[src/rtl/aac_pkg.sv]
// ----------------------------------------------------------------------------
// aac_pkg
// Widths, register indexes, datapath operation codes and link structs.
// ----------------------------------------------------------------------------
package aac_pkg;

   localparam int FITNESS_WIDTH_DEF = 32;
   localparam int PROB_BITS_DEF     = 16;

   localparam int GEN_W      = 24;
   localparam int DRAW_W     = 16;
   localparam int TEMP_W     = 32;
   localparam int RATE_W     = 16;
   localparam int PER_W      = 16;
   localparam int FRAC_W     = 16;
   localparam int CSR_IDX_W  = 3;
   localparam int CSR_DATA_W = 32;

   // result transfer: accept, temperature_now, second_phase
   localparam int RSP_FIELDS_W = 1 + TEMP_W + 1;
   localparam int RSP_TDATA_W  = ((RSP_FIELDS_W + 7) / 8) * 8;
   localparam int RSP_PAD_W    = RSP_TDATA_W - RSP_FIELDS_W;

   // Q1.30 series arithmetic
   localparam int QW        = 31;
   localparam int Q_FRAC    = 30;
   localparam int SUM_W     = 32;
   localparam int K_W       = 5;
   localparam int CNT_W     = 5;
   localparam int EXP_SHIFT = 14;
   localparam logic [QW-1:0]    Q30_ONE      = QW'(1) << Q_FRAC;
   localparam logic [K_W-1:0]   SERIES_TERMS = K_W'(16);
   localparam logic [CNT_W-1:0] N_MAX        = CNT_W'(24);
   localparam int HUNDRED = 100;

   // reset values
   localparam logic [TEMP_W-1:0] START_TEMP_RST = TEMP_W'(65536);
   localparam logic [TEMP_W-1:0] TRANS_TEMP_RST = TEMP_W'(32768);
   localparam logic [RATE_W-1:0] RATE1_RST      = RATE_W'(52429);
   localparam logic [RATE_W-1:0] RATE2_RST      = RATE_W'(62259);
   localparam logic [PER_W-1:0]  PER_RST        = PER_W'(1);

   // register indexes
   localparam logic [CSR_IDX_W-1:0] CSR_START_TEMP = CSR_IDX_W'(0);
   localparam logic [CSR_IDX_W-1:0] CSR_TRANS_TEMP = CSR_IDX_W'(1);
   localparam logic [CSR_IDX_W-1:0] CSR_RATE1      = CSR_IDX_W'(2);
   localparam logic [CSR_IDX_W-1:0] CSR_RATE2      = CSR_IDX_W'(3);
   localparam logic [CSR_IDX_W-1:0] CSR_PER        = CSR_IDX_W'(4);

   // datapath operations
   localparam int OP_W = 5;
   localparam logic [OP_W-1:0] OP_NONE   = OP_W'(0);
   localparam logic [OP_W-1:0] OP_LOAD   = OP_W'(1);
   localparam logic [OP_W-1:0] OP_GDIV   = OP_W'(2);
   localparam logic [OP_W-1:0] OP_MULT   = OP_W'(3);
   localparam logic [OP_W-1:0] OP_COOL   = OP_W'(4);
   localparam logic [OP_W-1:0] OP_DIFF   = OP_W'(5);
   localparam logic [OP_W-1:0] OP_CMP    = OP_W'(6);
   localparam logic [OP_W-1:0] OP_XDIV   = OP_W'(7);
   localparam logic [OP_W-1:0] OP_XSAVE  = OP_W'(8);
   localparam logic [OP_W-1:0] OP_EMUL   = OP_W'(9);
   localparam logic [OP_W-1:0] OP_EDIV   = OP_W'(10);
   localparam logic [OP_W-1:0] OP_ESTEP  = OP_W'(11);
   localparam logic [OP_W-1:0] OP_EEND   = OP_W'(12);
   localparam logic [OP_W-1:0] OP_QMUL   = OP_W'(13);
   localparam logic [OP_W-1:0] OP_QSTEP  = OP_W'(14);
   localparam logic [OP_W-1:0] OP_PDIV   = OP_W'(15);
   localparam logic [OP_W-1:0] OP_DECIDE = OP_W'(16);
   localparam logic [OP_W-1:0] OP_OUT    = OP_W'(17);

   typedef struct packed {
      logic [OP_W-1:0] op;
   } aac_cmd_type;

   typedef struct packed {
      logic div_done;
      logic is_tour;
      logic rem_zero;
      logic out_range;
      logic n_big;
      logic series;
      logic k_last;
      logic cnt_zero;
   } aac_stat_type;

endpackage

[src/rtl/aac_ctrl.sv]
// ----------------------------------------------------------------------------
// aac_ctrl
// Sequencer: steps the datapath through one update or tournament item.
// ----------------------------------------------------------------------------
module aac_ctrl
   import aac_pkg::*;
(
   input  logic         clock,
   input  logic         reset,
   input  logic         req_tvalid,
   output logic         req_tready,
   output logic         rsp_tvalid,
   input  logic         rsp_tready,
   output aac_cmd_type  cmd,
   input  aac_stat_type stat
);
   localparam int ST_W = 5;
   localparam logic [ST_W-1:0] S_IDLE  = ST_W'(0);
   localparam logic [ST_W-1:0] S_DISP  = ST_W'(1);
   localparam logic [ST_W-1:0] S_GWAIT = ST_W'(2);
   localparam logic [ST_W-1:0] S_MULT  = ST_W'(3);
   localparam logic [ST_W-1:0] S_COOL  = ST_W'(4);
   localparam logic [ST_W-1:0] S_CMP   = ST_W'(5);
   localparam logic [ST_W-1:0] S_XDIV  = ST_W'(6);
   localparam logic [ST_W-1:0] S_XWAIT = ST_W'(7);
   localparam logic [ST_W-1:0] S_EMUL  = ST_W'(8);
   localparam logic [ST_W-1:0] S_EDIV  = ST_W'(9);
   localparam logic [ST_W-1:0] S_EWAIT = ST_W'(10);
   localparam logic [ST_W-1:0] S_EEND  = ST_W'(11);
   localparam logic [ST_W-1:0] S_QCHK  = ST_W'(12);
   localparam logic [ST_W-1:0] S_QSTEP = ST_W'(13);
   localparam logic [ST_W-1:0] S_PDIV  = ST_W'(14);
   localparam logic [ST_W-1:0] S_PWAIT = ST_W'(15);
   localparam logic [ST_W-1:0] S_DONE  = ST_W'(16);

   logic [ST_W-1:0] state_ff, state_in;
   logic            rsp_valid_ff, rsp_valid_in;
   logic            rsp_free;

   assign rsp_free   = !rsp_valid_ff || rsp_tready;
   assign req_tready = (state_ff == S_IDLE);
   assign rsp_tvalid = rsp_valid_ff;

   always_comb begin
      state_in     = state_ff;
      rsp_valid_in = rsp_valid_ff && !rsp_tready;
      cmd.op       = OP_NONE;
      case (state_ff)
         S_IDLE: begin
            if (req_tvalid) begin
               cmd.op   = OP_LOAD;
               state_in = S_DISP;
            end
         end
         S_DISP: begin
            if (stat.is_tour) begin
               cmd.op   = OP_DIFF;
               state_in = S_CMP;
            end else begin
               cmd.op   = OP_GDIV;
               state_in = S_GWAIT;
            end
         end
         S_GWAIT: begin
            if (stat.div_done) begin
               state_in = stat.rem_zero ? S_MULT : S_DONE;
            end
         end
         S_MULT: begin
            cmd.op   = OP_MULT;
            state_in = S_COOL;
         end
         S_COOL: begin
            cmd.op   = OP_COOL;
            state_in = S_DONE;
         end
         S_CMP: begin
            cmd.op   = OP_CMP;
            state_in = stat.out_range ? S_DONE : S_XDIV;
         end
         S_XDIV: begin
            cmd.op   = OP_XDIV;
            state_in = S_XWAIT;
         end
         S_XWAIT: begin
            if (stat.div_done) begin
               cmd.op   = OP_XSAVE;
               state_in = stat.n_big ? S_PDIV : S_EMUL;
            end
         end
         S_EMUL: begin
            cmd.op   = OP_EMUL;
            state_in = S_EDIV;
         end
         S_EDIV: begin
            cmd.op   = OP_EDIV;
            state_in = S_EWAIT;
         end
         S_EWAIT: begin
            if (stat.div_done) begin
               cmd.op   = OP_ESTEP;
               state_in = stat.k_last ? S_EEND : S_EMUL;
            end
         end
         S_EEND: begin
            cmd.op   = OP_EEND;
            state_in = stat.series ? S_QCHK : S_EMUL;
         end
         S_QCHK: begin
            if (stat.cnt_zero) begin
               state_in = S_PDIV;
            end else begin
               cmd.op   = OP_QMUL;
               state_in = S_QSTEP;
            end
         end
         S_QSTEP: begin
            cmd.op   = OP_QSTEP;
            state_in = S_QCHK;
         end
         S_PDIV: begin
            cmd.op   = OP_PDIV;
            state_in = S_PWAIT;
         end
         S_PWAIT: begin
            if (stat.div_done) begin
               cmd.op   = OP_DECIDE;
               state_in = S_DONE;
            end
         end
         S_DONE: begin
            if (rsp_free) begin
               cmd.op       = OP_OUT;
               rsp_valid_in = 1'b1;
               state_in     = S_IDLE;
            end
         end
         default: begin
            state_in = S_IDLE;
         end
      endcase
   end

   always_ff @(posedge clock) begin
      if (reset) begin
         state_ff     <= S_IDLE;
         rsp_valid_ff <= 1'b0;
      end else begin
         state_ff     <= state_in;
         rsp_valid_ff <= rsp_valid_in;
      end
   end
endmodule

[config.mk]
export PLATFORM = sky130hd
export DESIGN_NAME = aac_ctrl
export DESIGN_NICKNAME = d
export VERILOG_FILES = /design/src/rtl/aac_pkg.sv /design/src/rtl/aac_ctrl.sv
export SDC_FILE = /design/constraint.sdc
export NUM_CORES = 1
export LEC_CHECK = 0
export ABC_AREA = 1
export BUFFER_PORTS_ARGS = -buffer_cell sky130_fd_sc_hd__buf_2
export CORE_AREA = 5 5 47 49
export CTS_CLUSTER_SIZE = 10
export DETAILED_ROUTE_END_ITERATION = 10
export DIE_AREA = 0 0 52 54
export PLACE_DENSITY = 0.68
export SETUP_SLACK_MARGIN = 0.02
export SKIP_CTS_REPAIR_TIMING = 1
export SLEW_MARGIN = 20
export SYNTH_ARGS = -nofsm -noshare
export SYNTH_HDL_FRONTEND = slang
export SYNTH_SLANG_ARGS = --single-unit
export TNS_END_PERCENT = 1
[constraint.sdc]
create_clock -name clock -period 1.2 [get_ports clock]
set_input_delay 0.18 -clock clock [delete_from_list [all_inputs] [get_ports clock]]
set_output_delay 0.18 -clock clock [all_outputs]
set_load 0.02 [all_outputs]
# Word level (Yosys, flattened, before mapping)
# Index checks and enable logic that the tools add are counted.
totals:
  ff_bits: 6
  input_bits: 12
  output_inout_bits: 7
  word_cells: 53
classes:
  n_eq_ne: 22
  muxes: 23
  reduce_logical: 6
ops:
  columns: ["op", "n"]
  rows:
  - ["5-bit one-hot mux with 17 select lines", 1]
  - ["5-bit one-hot mux with 16 select lines", 1]
  - ["5-bit 2-to-1 mux", 10]
  - ["5-bit by 4-bit equality test with 1-bit output, second input constant", 8]
  - ["5-bit by 3-bit equality test with 1-bit output, second input constant", 4]
  - ["4-bit 2-to-1 mux", 3]
  - ["2-bit != test, second input constant", 6]
  - ["5-bit by 2-bit equality test with 1-bit output, second input constant", 2]
  - ["3-bit 2-to-1 mux", 3]
  - ["6-bit AND reduction", 1]
  - ["5-bit by 1-bit equality test with 1-bit output, second input constant", 1]
  - ["5-bit equality test, second input constant", 1]
  - ["5-bit zero test", 1]
  - ["2-bit 2-to-1 mux", 2]
  - ["1-bit 2-to-1 mux", 3]
  - ["1-bit zero test", 2]
  - ["1-bit logical AND", 1]
  - ["1-bit logical OR", 1]

# Logic depth before layout (Yosys ltp)
depth:
  depth_word: 4
  depth_mapped: 9

# Least setup slack after synthesis
# Ideal clock, no wire load.
synth_path:
  path_type: "reg-to-output"
  start: "register state_ff[1]"
  end: "output port cmd[1] (netlist name)"
  t_arrival_ns: 1.203
  required_ns: 1.020
  path_slack_ns: -0.183
  path_stages_with_launch: 8
  cell_sequence: "dfxtp_1 > nor2_1 > nand2_1 > inv_1 > nand2_1 > nand2_1 > a21oi_1 > o2111ai_1"
synth_rtl:
  columns: ["item", "line", "source"]
  rows:
  - ["from (decl)", "aac_ctrl.sv:36", "logic [ST_W-1:0] state_ff, state_in;"]
  - ["from (signal assigned)", "aac_ctrl.sv:149", "state_ff <= state_in;"]
  - ["to (decl)", "aac_ctrl.sv:14", "output aac_cmd_type cmd,"]

==> results.yml <==
run_status:
  outcome: "finished with violations"
  failed_checks: "setup timing"
route:
  wirelength_um: 2670
  drc: 0
  antenna_left: 0
  vias: 1057
  drt-pass1-iter-count: 4
  drt-vias-per-instance: 5.21
  drt_iter0_markers: 22
  routedWlPerCell_um: 13.2
finish:
  nets: 189
  final_area_sq_mm: 0.00122
  area_delta_synth_final_pct: 71.1
  drive_gt1_share_pct: 52.3
  diodes: 0
  final_util_pct: 66.8
  final_cell_mix: "buf_4, nand2_1, inv_1"
  final_cell_count_no_fill: 203
  final_common_cell: "buf_4"
  fillCellCount: 158
yosys:
  ys_seq_area_share_pct: 16.9
  ys_seq_elements: 6
  syn_nets: 137
  synth.avg_cell_area_sq_um: 5.69
  synth.cell_area_sq_um: 711
  yosysWarnings: 0
  syn_inst: 125
  synth_cell_types: 23
pwr:
  clkPwrFrac_pct: 9.7
  combPwrFrac_pct: 73.8
  p_leak_nw: 0.666
  p_seq_share_pct: 16.6
  p_sw_share_pct: 48.9
  p_sw_uw: 990
  pwr_density_cell_mw_per_mm2: 1660
  ir_worst_vdd_uv: 1150
  internal_power_mw: 1.03
critical_path:
  end_kind: "output port"
  rr_endpoint: "state_ff[3]"
  r2r_slack_ps: -220
  cp.arrival_ps: 1430
  path_max_fanout: 6
  required_ps: 1020
  path_class: "register to output port"
  r2r_start: "state_ff[0]"
  worstSetupStartpoint: "state_ff[4]"
  cp-start-kind: "register"
  reg2regPathDepth: 9
floorplan:
  core_sq_mm: 0.00182
  initial_core_util_pct: 39.0
  die_w_um: 52
  rows: 16
  die_height_um: 54
  dieArea_sq_mm: 0.00281
  ios: 19
flow_run:
  max-cap-violations: 0
placement:
  placed_area_sq_mm: 0.00110
  portBuffers: 18
  gp_congestion: 0.921
  dp_cells: 198
  hpwl_um: 2100
  post-place-ws_ps: -279
timing:
  worst_slack_ps: -413
  finalHoldViolations: 0
  rsz0062_at_grt: "true"
  holdWs_ps: 166
  slew_viol_final: 0
  period_share_pct: 134
  worstMarginPinSlew_ps: 298
  skew_ps: 0.641
  clock.fmax_mhz: 620
  period_needed_ps: 1610
  setup_viol: 12
  slew-limit-headroom_pct: 80.1
grt:
  antenna_found_initial: 0
  overflow: 0
  grtUsageTotal_pct: 19.5
  grt_pass1_vias: 1010
  grt_pass1_wl_um: 4170
  grt_max_degree: 9
min_path:
  hold_end: "state_ff[1]"
  hp-start: "reset"
  min_path_type: "primary input to register"
  min_path_cells: 2
clock_tree:
  cts_tree: "done"
  htreeDepth: 1
  insertion_delay_ps: 240
  clk_pin_slew_ps: 50
  cts.sinks: 6
  cts_buffers: 3
  clockBufferDepth: 2
  cts_root_buf: "clkbuf_4"
worst max-delay path: stages (launching register included):
cell and delay, ps:
dfxtp_4 370, inv_4 50, buf_4 150, nand3_1 130, o21ai_2 100, a21oi_2 120
nand4_1 110, buf_4 170
how the worst max path moves through the flow:
stage | end | slack (ps) | cells after the start
6_report | cmd[0] | -410 | 7
4_1_cts | cmd[2] | -540 | 6
3_5_place_dp | cmd[2] | -280 | 6
2_1_floorplan | cmd[1] | -40 | 7
3_3_place_gp | cmd[2] | -250 | 6
5_1_grt | cmd[1] | -500 | 7
cells in the mapped netlist, drive strengths merged:
cell	number	share of area, %
nand4	7	6.2
o211ai	3	3.2
o21ai	2	1.4
nand3b	2	2.1
a21oi	9	6.3
a211oi	1	1.1
buf	2	2.6
o31ai	1	1.1
nor3	2	1.4
dfxtp	6	17
a31oi	2	1.8
nand3	12	11
nor2	18	14
inv	23	12
o2111ai	1	1.2
nand2	34	18
layer usage:
metal / GRT usage (%) / vias up / part of all wire, % / wire length, um
met4: 9.17 / 0 / 2.7 / 72
met3: 2.22 / 8 / 5.5 / 146
met2: 36.6 / 44 / 52 / 1400
li1: - / 520 / - / -
met5: 0 / - / 0 / 0
met1: 21.6 / 485 / 39 / 1050
sequential cells by signal, summed over array words and instances, names as in the netlist:
| name | cells |
|---|---|
| rsp_tvalid | 1 |
| state_ff | 5 |
cells by family (layout without fill, tap and decap cells):
kind of cell	after synthesis	after routing	share of synthesized area, %
AND/OR/NAND/NOR	75	75	52.3
AO/OA/AOI/OAI	19	19	16.0
buffers and inverters	25	76	14.8
flip-flops	6	6	16.9
power by group through the flow:
stage	Combinational (mW)	Sequential (mW)	Clock, mW
floorplan	0.860	0.293	0
global placement	1.35	0.307	0
detailed placement	1.38	0.310	0
CTS	1.38	0.306	0.207
global route	1.61	0.344	0.226
finish	1.49	0.335	0.195
through the flow:
step / total power, mW / TNS (ps)
floorplan: 1.15 / -260
global placement: 1.66 / -2000
detailed placement: 1.69 / -2370
CTS: 1.89 / -4010
global route: 2.18 / -4360
finish: 2.02 / -3290
layout make-up:
cell class	count	area, sq um	area share [%]
multi-input cells	94	578	47.5
repair buffers	49	350	28.8
flip-flops and latches	6	136	11.2
inverters	23	91.3	7.51
well taps	27	33.8	2.78
clock buffers	4	26.3	2.16
No activity file was read; power rests on OpenSTA's default activity.
